### config.mk
export PLATFORM = sky130hd
export DESIGN_NAME = hsv_to_argb_pixel_flat
export DESIGN_NICKNAME = d
export VERILOG_FILES = /design/src/hdl/hsva_pkg.sv /design/src/hdl/hsva_if.sv /design/src/hdl/hsva_chan.sv /design/src/hdl/hsv_to_argb_pixel.sv /design/src/flat_wrapper.sv
export SDC_FILE = /design/constraint.sdc
export NUM_CORES = 2
export LEC_CHECK = 0
export BUFFER_PORTS_ARGS = -buffer_cell sky130_fd_sc_hd__buf_2
export CORE_MARGIN = 5
export CORE_UTILIZATION = 42
export DETAILED_ROUTE_END_ITERATION = 10
export MAX_ROUTING_LAYER = met4
export PLACE_DENSITY = 0.66
export SLEW_MARGIN = 40
export SYNTH_ARGS = -nofsm -noshare
export SYNTH_HDL_FRONTEND = slang
export SYNTH_SLANG_ARGS = --single-unit
### constraint.sdc
create_clock -name clk -period 9.5 [get_ports clk]
set_clock_uncertainty 0.1 [all_clocks]
set_input_delay 2.375 -clock clk [delete_from_list [all_inputs] [get_ports clk]]
set_output_delay 2.375 -clock clk [all_outputs]
set_load 0.05 [all_outputs]
### src/hdl/hsva_pkg.sv
// Shared widths, hue sector codes and stage control types for the HSV to ARGB converter.
// Used by the channel interfaces, the channel scaler and the top level.
`default_nettype none

package hsva_pkg;

	// Field widths of one item
	localparam int HUE_W = 16;
	localparam int SAT_W = 9;
	localparam int VAL_W = 9;
	localparam int INT_W = 9;
	localparam int ARGB_W = 32;

	// Internal fixed-point widths
	localparam int FRAC_W = 16;               // hue fraction, Q0.16
	localparam int RAMP_W = FRAC_W + 1;       // 0 .. 65536
	localparam int C16_W = 18;                // value * saturation
	localparam int XX_W = 34;                 // chroma product with ramp, Q.32
	localparam int MM_W = 36;                 // signed offset, Q.32
	localparam int Q_W = 33;                  // clamped channel level, Q.32
	localparam int P_W = Q_W + INT_W;         // level * intensity
	localparam int S_W = P_W + 8;             // times 255
	localparam int SHIFT = 40;                // Q.32 * Q1.8 back to integer
	localparam int HI_W = S_W - SHIFT;        // integer part before saturation

	localparam logic [7:0] ALPHA_BYTE = 8'hFF;
	localparam logic [7:0] CHAN_MAX = 8'hFF;

	// Hue sectors of 60 degrees each
	typedef enum logic [2:0] {
		SECT_RED_YEL = 3'd0,
		SECT_YEL_GRN = 3'd1,
		SECT_GRN_CYN = 3'd2,
		SECT_CYN_BLU = 3'd3,
		SECT_BLU_MAG = 3'd4,
		SECT_MAG_RED = 3'd5
	} sector_t;

	typedef logic [Q_W-1:0] level_t;
	typedef logic [INT_W-1:0] inten_t;

	// Advance enables for the two scaling stages
	typedef struct packed {
		logic s4;
		logic s5;
	} stage_en_t;

endpackage

`default_nettype wire

### src/hdl/hsva_if.sv
// Valid/ready channel interfaces: HSV items in, ARGB pixel items out.
// Depends on hsva_pkg for field widths.
`default_nettype none

interface hsva_in_if;
	import hsva_pkg::*;
	logic valid;
	logic ready;
	logic [HUE_W-1:0] hue;
	logic [SAT_W-1:0] saturation;
	logic [VAL_W-1:0] brightness_value;
	logic [INT_W-1:0] intensity;

	modport source (output valid, output hue, output saturation,
		output brightness_value, output intensity, input ready);
	modport sink (input valid, input hue, input saturation,
		input brightness_value, input intensity, output ready);
endinterface

interface hsva_out_if;
	import hsva_pkg::*;
	logic valid;
	logic ready;
	logic [ARGB_W-1:0] argb_word;
	logic clipped;

	modport source (output valid, output argb_word, output clipped, input ready);
	modport sink (input valid, input argb_word, input clipped, output ready);
endinterface

`default_nettype wire

### src/hdl/hsva_chan.sv
// One colour channel: scale the clamped level by intensity, then by 255, floor and saturate.
// Pipeline stages 4 and 5 of the converter; depends on hsva_pkg.
`default_nettype none

module hsva_chan import hsva_pkg::*; (
	input  wire logic      clk,
	input  wire stage_en_t en,
	input  wire level_t    level,
	input  wire inten_t    inten,
	output logic [7:0]     chan,
	output logic           clip
);

	logic [P_W-1:0] prod_s4;
	logic [S_W-1:0] scaled;
	logic [HI_W-1:0] whole;

	// Stage 4: level times intensity
	always_ff @(posedge clk) begin
		if (en.s4) begin
			prod_s4 <= P_W'(level) * P_W'(inten);
		end
	end

	// Times 255 as a shift and subtract, keep the integer part
	assign scaled = {prod_s4, 8'b0} - {8'b0, prod_s4};
	assign whole = scaled[S_W-1:SHIFT];

	// Stage 5: saturate at 255 and flag it
	always_ff @(posedge clk) begin
		if (en.s5) begin
			if (whole > HI_W'(CHAN_MAX)) begin
				chan <= CHAN_MAX;
				clip <= 1'b1;
			end else begin
				chan <= whole[7:0];
				clip <= 1'b0;
			end
		end
	end

endmodule

`default_nettype wire

### src/hdl/hsv_to_argb_pixel.sv
// HSV to packed ARGB pixel converter, top level.
//
// Channel hsv (sink) takes one item per cycle: hue (full circle in 65536 steps),
// saturation and brightness_value in Q1.8, intensity in Q1.8 up to about 2.0.
// Channel pixel (source) gives one item per input item: argb_word with alpha 0xFF
// in bits 31-24 and red, green, blue below, plus clipped when any channel was
// saturated at 255. Negative channel levels clamp to zero without a clip.
//
// Items pass from acceptance to pixel.valid through the five pipeline stages: hue
// sectoring and value * saturation, the chroma ramp product, channel selection,
// the intensity product, and the scale by 255 with saturation. Throughput is one
// item per cycle while pixel.ready is high.
//
// Reset clears all stage valid bits; the pipeline comes up empty and ready.
// When the receiver stalls, the stages behind it keep filling bubbles and then
// hold; hsv.ready falls only once every stage holds an item. Nothing is lost
// or repeated across a stall.
`default_nettype none

module hsv_to_argb_pixel import hsva_pkg::*; (
	input  wire logic   clk,
	input  wire logic   arst_n,
	hsva_in_if.sink     hsv,
	hsva_out_if.source  pixel
);

	logic v_s1, v_s2, v_s3, v_s4, v_s5;
	logic en1, en2, en3, en4, en5;
	stage_en_t chan_en;

	// Stage 1 signals
	logic [FRAC_W+2:0] hue6;
	sector_t sector;
	logic [FRAC_W-1:0] frac;
	logic [RAMP_W-1:0] ramp;
	sector_t sector_s1;
	logic [RAMP_W-1:0] ramp_s1;
	logic [C16_W-1:0] c16_s1;
	logic [VAL_W-1:0] val_s1;
	inten_t inten_s1;

	// Stage 2 signals
	logic [XX_W-1:0] xx_s2;
	logic signed [MM_W-1:0] mm_s2;
	sector_t sector_s2;
	logic [VAL_W-1:0] val_s2;
	inten_t inten_s2;

	// Stage 3 signals
	logic signed [MM_W-1:0] xm;
	level_t lvl_c, lvl_x, lvl_m;
	level_t q_r, q_g, q_b;
	level_t q_r_s3, q_g_s3, q_b_s3;
	inten_t inten_s3;

	// Stage 5 outputs
	logic [7:0] red, green, blue;
	logic clip_r, clip_g, clip_b;

	// Each stage advances when it is empty or the next one advances
	assign en5 = !v_s5 || pixel.ready;
	assign en4 = !v_s4 || en5;
	assign en3 = !v_s3 || en4;
	assign en2 = !v_s2 || en3;
	assign en1 = !v_s1 || en2;
	assign hsv.ready = en1;
	assign chan_en = '{s4: en4, s5: en5};

	// Valid bits travel with the data
	always_ff @(posedge clk or negedge arst_n) begin
		if (!arst_n) begin
			v_s1 <= 1'b0;
			v_s2 <= 1'b0;
			v_s3 <= 1'b0;
			v_s4 <= 1'b0;
			v_s5 <= 1'b0;
		end else begin
			if (en1) v_s1 <= hsv.valid;
			if (en2) v_s2 <= v_s1;
			if (en3) v_s3 <= v_s2;
			if (en4) v_s4 <= v_s3;
			if (en5) v_s5 <= v_s4;
		end
	end

	// Split hue * 6 into sector and fraction; fold the ramp in odd sectors
	assign hue6 = {1'b0, hsv.hue, 2'b00} + {2'b00, hsv.hue, 1'b0};
	assign sector = sector_t'(hue6[FRAC_W+2:FRAC_W]);
	assign frac = hue6[FRAC_W-1:0];
	assign ramp = hue6[FRAC_W] ? (RAMP_W'(1) << FRAC_W) - {1'b0, frac} : {1'b0, frac};

	always_ff @(posedge clk) begin
		if (en1) begin
			sector_s1 <= sector;
			ramp_s1 <= ramp;
			c16_s1 <= C16_W'(hsv.brightness_value) * C16_W'(hsv.saturation);
			val_s1 <= hsv.brightness_value;
			inten_s1 <= hsv.intensity;
		end
	end

	// Stage 2: secondary ramp product and signed offset
	always_ff @(posedge clk) begin
		if (en2) begin
			xx_s2 <= XX_W'(c16_s1) * XX_W'(ramp_s1);
			mm_s2 <= $signed({3'b000, val_s1, 24'b0}) - $signed({2'b00, c16_s1, 16'b0});
			sector_s2 <= sector_s1;
			val_s2 <= val_s1;
			inten_s2 <= inten_s1;
		end
	end

	// Stage 3: levels for chroma, ramp and offset-only channels, clamped at zero
	assign xm = $signed({2'b00, xx_s2}) + mm_s2;
	assign lvl_c = {val_s2, 24'b0};
	assign lvl_m = (mm_s2 > 0) ? mm_s2[Q_W-1:0] : '0;
	assign lvl_x = (xm > 0) ? xm[Q_W-1:0] : '0;

	always_comb begin
		case (sector_s2)
			SECT_RED_YEL: begin q_r = lvl_c; q_g = lvl_x; q_b = lvl_m; end
			SECT_YEL_GRN: begin q_r = lvl_x; q_g = lvl_c; q_b = lvl_m; end
			SECT_GRN_CYN: begin q_r = lvl_m; q_g = lvl_c; q_b = lvl_x; end
			SECT_CYN_BLU: begin q_r = lvl_m; q_g = lvl_x; q_b = lvl_c; end
			SECT_BLU_MAG: begin q_r = lvl_x; q_g = lvl_m; q_b = lvl_c; end
			default: begin q_r = lvl_c; q_g = lvl_m; q_b = lvl_x; end
		endcase
	end

	always_ff @(posedge clk) begin
		if (en3) begin
			q_r_s3 <= q_r;
			q_g_s3 <= q_g;
			q_b_s3 <= q_b;
			inten_s3 <= inten_s2;
		end
	end

	// Stages 4 and 5, one scaler per channel
	hsva_chan u_red (
		.clk(clk), .en(chan_en), .level(q_r_s3), .inten(inten_s3),
		.chan(red), .clip(clip_r)
	);
	hsva_chan u_green (
		.clk(clk), .en(chan_en), .level(q_g_s3), .inten(inten_s3),
		.chan(green), .clip(clip_g)
	);
	hsva_chan u_blue (
		.clk(clk), .en(chan_en), .level(q_b_s3), .inten(inten_s3),
		.chan(blue), .clip(clip_b)
	);

	// Pack the pixel
	assign pixel.valid = v_s5;
	assign pixel.argb_word = {ALPHA_BYTE, red, green, blue};
	assign pixel.clipped = clip_r | clip_g | clip_b;

`ifndef SYNTHESIS
	a_alpha: assert property (@(posedge clk) disable iff (!arst_n)
		pixel.valid |-> pixel.argb_word[31:24] == ALPHA_BYTE)
		else $error("alpha byte is not 0xFF");

	a_clip_sat: assert property (@(posedge clk) disable iff (!arst_n)
		pixel.valid && pixel.clipped |-> red == CHAN_MAX || green == CHAN_MAX
			|| blue == CHAN_MAX)
		else $error("clip flagged with no saturated channel");

	a_full_stall: assert property (@(posedge clk) disable iff (!arst_n)
		!hsv.ready |-> v_s1 && v_s2 && v_s3 && v_s4 && v_s5 && !pixel.ready)
		else $error("input stalled while the pipeline has room");

	a_enter: assert property (@(posedge clk) disable iff (!arst_n)
		hsv.valid && hsv.ready |=> v_s1)
		else $error("accepted item did not enter stage 1");
`endif

endmodule

`default_nettype wire
### src/flat_wrapper.sv
// flat-port wrapper written by rule: the top's interface ports become plain ports
module hsv_to_argb_pixel_flat import hsva_pkg::*;
  (clk, arst_n, hsv_valid, hsv_hue, hsv_saturation, hsv_brightness_value, hsv_intensity, hsv_ready, pixel_valid, pixel_argb_word, pixel_clipped, pixel_ready);
  hsva_in_if hsv_i ();
  hsva_out_if pixel_i ();
  input  wire logic clk;
  input  wire logic arst_n;
  input wire logic [$bits(hsv_i.valid)-1:0] hsv_valid;
  input wire logic [$bits(hsv_i.hue)-1:0] hsv_hue;
  input wire logic [$bits(hsv_i.saturation)-1:0] hsv_saturation;
  input wire logic [$bits(hsv_i.brightness_value)-1:0] hsv_brightness_value;
  input wire logic [$bits(hsv_i.intensity)-1:0] hsv_intensity;
  output wire logic [$bits(hsv_i.ready)-1:0] hsv_ready;
  output wire logic [$bits(pixel_i.valid)-1:0] pixel_valid;
  output wire logic [$bits(pixel_i.argb_word)-1:0] pixel_argb_word;
  output wire logic [$bits(pixel_i.clipped)-1:0] pixel_clipped;
  input wire logic [$bits(pixel_i.ready)-1:0] pixel_ready;
  assign hsv_i.valid = hsv_valid;
  assign hsv_i.hue = hsv_hue;
  assign hsv_i.saturation = hsv_saturation;
  assign hsv_i.brightness_value = hsv_brightness_value;
  assign hsv_i.intensity = hsv_intensity;
  assign hsv_ready = hsv_i.ready;
  assign pixel_valid = pixel_i.valid;
  assign pixel_argb_word = pixel_i.argb_word;
  assign pixel_clipped = pixel_i.clipped;
  assign pixel_i.ready = pixel_ready;
  hsv_to_argb_pixel u_core (.clk(clk), .arst_n(arst_n), .hsv(hsv_i), .pixel(pixel_i));
endmodule
==> flow_summary.yaml <==
status:
  outcome: "finished, final reports clean"
critical_path:
  crit_type: "register to register"
  crit_buf_inv: 1
  critPathRequiredTime_ns: 9.78
  slowest_delay_ns: 0.77
  rr_startpoint: "u_core.c16_s1[10]"
  crit_top_cell: "fa_1"
  slowest_stage: "edfxtp_1"
  critPathCaptureType: "register"
  startpoint: "u_core.c16_s1[10]"
  startpoint_type: "register"
  critPathMaxFanout: 17
  cp_cell_sequence: "nand2_1 -> fa_1 -> fa_1 -> fa_1 -> fa_1 -> inv_1 -> fa_1 -> fa_1 -> ha_1 -> a21o_1 -> a21o_1 -> a21oi_1 -> o21ai_0 -> a221oi_1 -> o21ai_0 -> a21o_1 -> a21oi_1 -> xnor2_1"
  crit_arrival_ns: 7.51
  crit_family: "adder cells"
global_route:
  grt_antenna_before_repair: 3
  overflow: 0
  grt_usage_pct: 19.6
  grt_pass1_vias: 43000
  grt_max_degree: 97
  grt_pass1_wl_mm: 223
cts:
  clockBufferDepth: 3
  cts_hold_buf: 0
  clk-insertion-delay-late_ns: 0.63
  htree_levels: 2
  cts_setup_buffers: 0
  cts_tree: "built"
  cts_root_buf: "clkbuf_16"
  cts-buffers-inserted: 49
  cts_sinks: 388
  cts_resized: 0
  path_clk_slew_ns: 0.06
floorplanning:
  rows: 135
  die_y_um: 379
  design.core.area_sq_um: 135000
  ios: 82
  dieArea_sq_um: 144000
  fp.dieW_um: 379
  start_util_pct: 42.2
logic_synthesis:
  yosys_warnings: 0
  yosys_most_used_dff: "edfxtp_1"
  ys_ff_latch: 388
  ys_seq_area_share_pct: 20.3
  synth_edf_count: 383
  ys_types: 80
  async_flop_share_pct: 1.29
  syn_area_sq_um: 57200
  syn_avg_cell_area_sq_um: 9.48
  synthCells: 6031
timing:
  slew_violations: 0
  hold_viol: 0
  min_period_ns: 7.24
  rsz0062_at_grt: "false"
  hold_slack_ns: 0.320
  setup_violations: 0
  maxSlewHeadroom_pct: 42.9
  tightestPinTransition_ns: 0.857
  final.setup.tns_ns: 0
  period_share_pct: 76.2
  max_freq_ghz: 0.138
detailed_routing:
  drc_errors: 0
  drtPass1Iterations: 6
  drt-total-wl_mm: 133
  viasPerCell: 5.24
  via_count: 40600
  antenna_left: 0
  drt_iter0_markers: 2600
  wire_per_inst_um: 17.2
placed_design:
  numPortBuffers: 73
  dp_hpwl_mm: 106
  place_congestion: 0.868
run:
  drv_cap: 0
finish:
  nFillCells: 13000
  seq_area_sq_um: 11600
  syn2layout_area_growth_pct: 6.37
  multi_input_area_sq_um: 40400
  nets: 7353
  mostFrequentLayoutCell: "inv_1"
  layout_common_cells: "1,102 x inv_1, 906 x fa_1, 878 x nand2_1"
  final_core_util_pct: 44.9
  post_route_cells_drive_above_1_share_pct: 3.74
min_path:
  hp-class: "register to register"
  hold_start: "u_core.inten_s2[1]"
==> registers in the layout, indices dropped and copies added (netlist names), 16 cells and up <==
register                flops
u_core.c16_s1              18
u_core.mm_s2               19
u_core.q_g_s3              32
u_core.xx_s2               33
u_core.ramp_s1             16
u_core.u_green.prod_s4     41
u_core.u_red.prod_s4       41
u_core.q_b_s3              32
u_core.u_blue.prod_s4      41
u_core.q_r_s3              32
==> routing by layer <==
metal | global-route usage (%) | up-vias | routed length, um
met4 | 4.75 | 0 | 3350
met1 | 25.6 | 20500 | 58300
li1 | - | 18900 | -
met5 | - | - | 0
met3 | 2.52 | 171 | 6680
met2 | 32.7 | 984 | 64900
==> synth_stat cells, drive strengths merged, types with 12 or more instances <==
cell	n	area (sq um)
inv	1103	4140
nor3	62	310
a221o	13	130
xnor2	154	1350
nand2b	30	188
o21ai	139	699
o21a	39	293
nor4b	16	140
nor4	17	113
a211oi	23	178
nand4	36	225
ha	482	6030
nor2	168	631
buf	80	330
a21oi	206	1030
nand2	880	3300
a31oi	23	150
and3	45	282
fa	906	18100
a32o	19	190
a21boi	15	113
a21o	124	931
o22ai	18	113
clkbuf	201	754
o31ai	20	150
o211ai	12	90.1
xor2	44	385
o21bai	43	323
nor2b	24	150
nand3	42	210
and2	510	3190
edfxtp	383	11500
==> area by class of cell <==
cell class | instances | share of cell area [%]
Clock inverter | 36 | 0.769
Multi-Input combinational cell | 4266 | 66.5
Antenna cell | 1 | 0.00411
Inverter | 1103 | 6.81
Tap cell | 1781 | 3.66
Sequential cell | 388 | 19.1
Timing Repair Buffer | 110 | 1.13
Clock buffer | 56 | 2.06
==> cell families after synthesis <==
family | Yosys count | share of synthesized area [%]
XOR/XNOR | 198 | 3.03
buffers and inverters | 1384 | 9.14
multiplexers | 2 | 0.0350
AND/OR/NAND/NOR | 1888 | 16.1
other | 1 | 0.00656
flip-flops | 388 | 20.3
AO/OA/AOI/OAI | 782 | 9.14
adder cells (fa/ha/maj) | 1388 | 42.3
==> path summary, 6_finish.rpt <==
path	to	slack (ns)	depth (start not counted)
worst max-delay path	u_core.xx_s2[28]	2.26	18
worst min-delay path	u_core.inten_s3[1]	0.32	0
worst max register to register	u_core.xx_s2[28]	2.26	18
worst min register to register	u_core.inten_s3[1]	0.32	0
max in group asynchronous	u_core.v_s3	7.70	1
min in group asynchronous	u_core.v_s4	1.46	1
==> stage by stage <==
step / cell area, sq um / instances / setup slack [ns]
2_1_floorplan: 57200 / 6038 / 0.707
3_3_place_gp: 59000 / 7645 / 2.28
3_5_place_dp: 59100 / 7646 / 2.27
4_1_cts: 60800 / 7738 / 2.27
5_1_grt: 60800 / 7741 / 1.85
6_report: 60800 / 7741 / 2.26
Power is left out: the tool's default activity adds up to more than one toggle a clock period on the data nets, which glitch-free logic cannot reach.
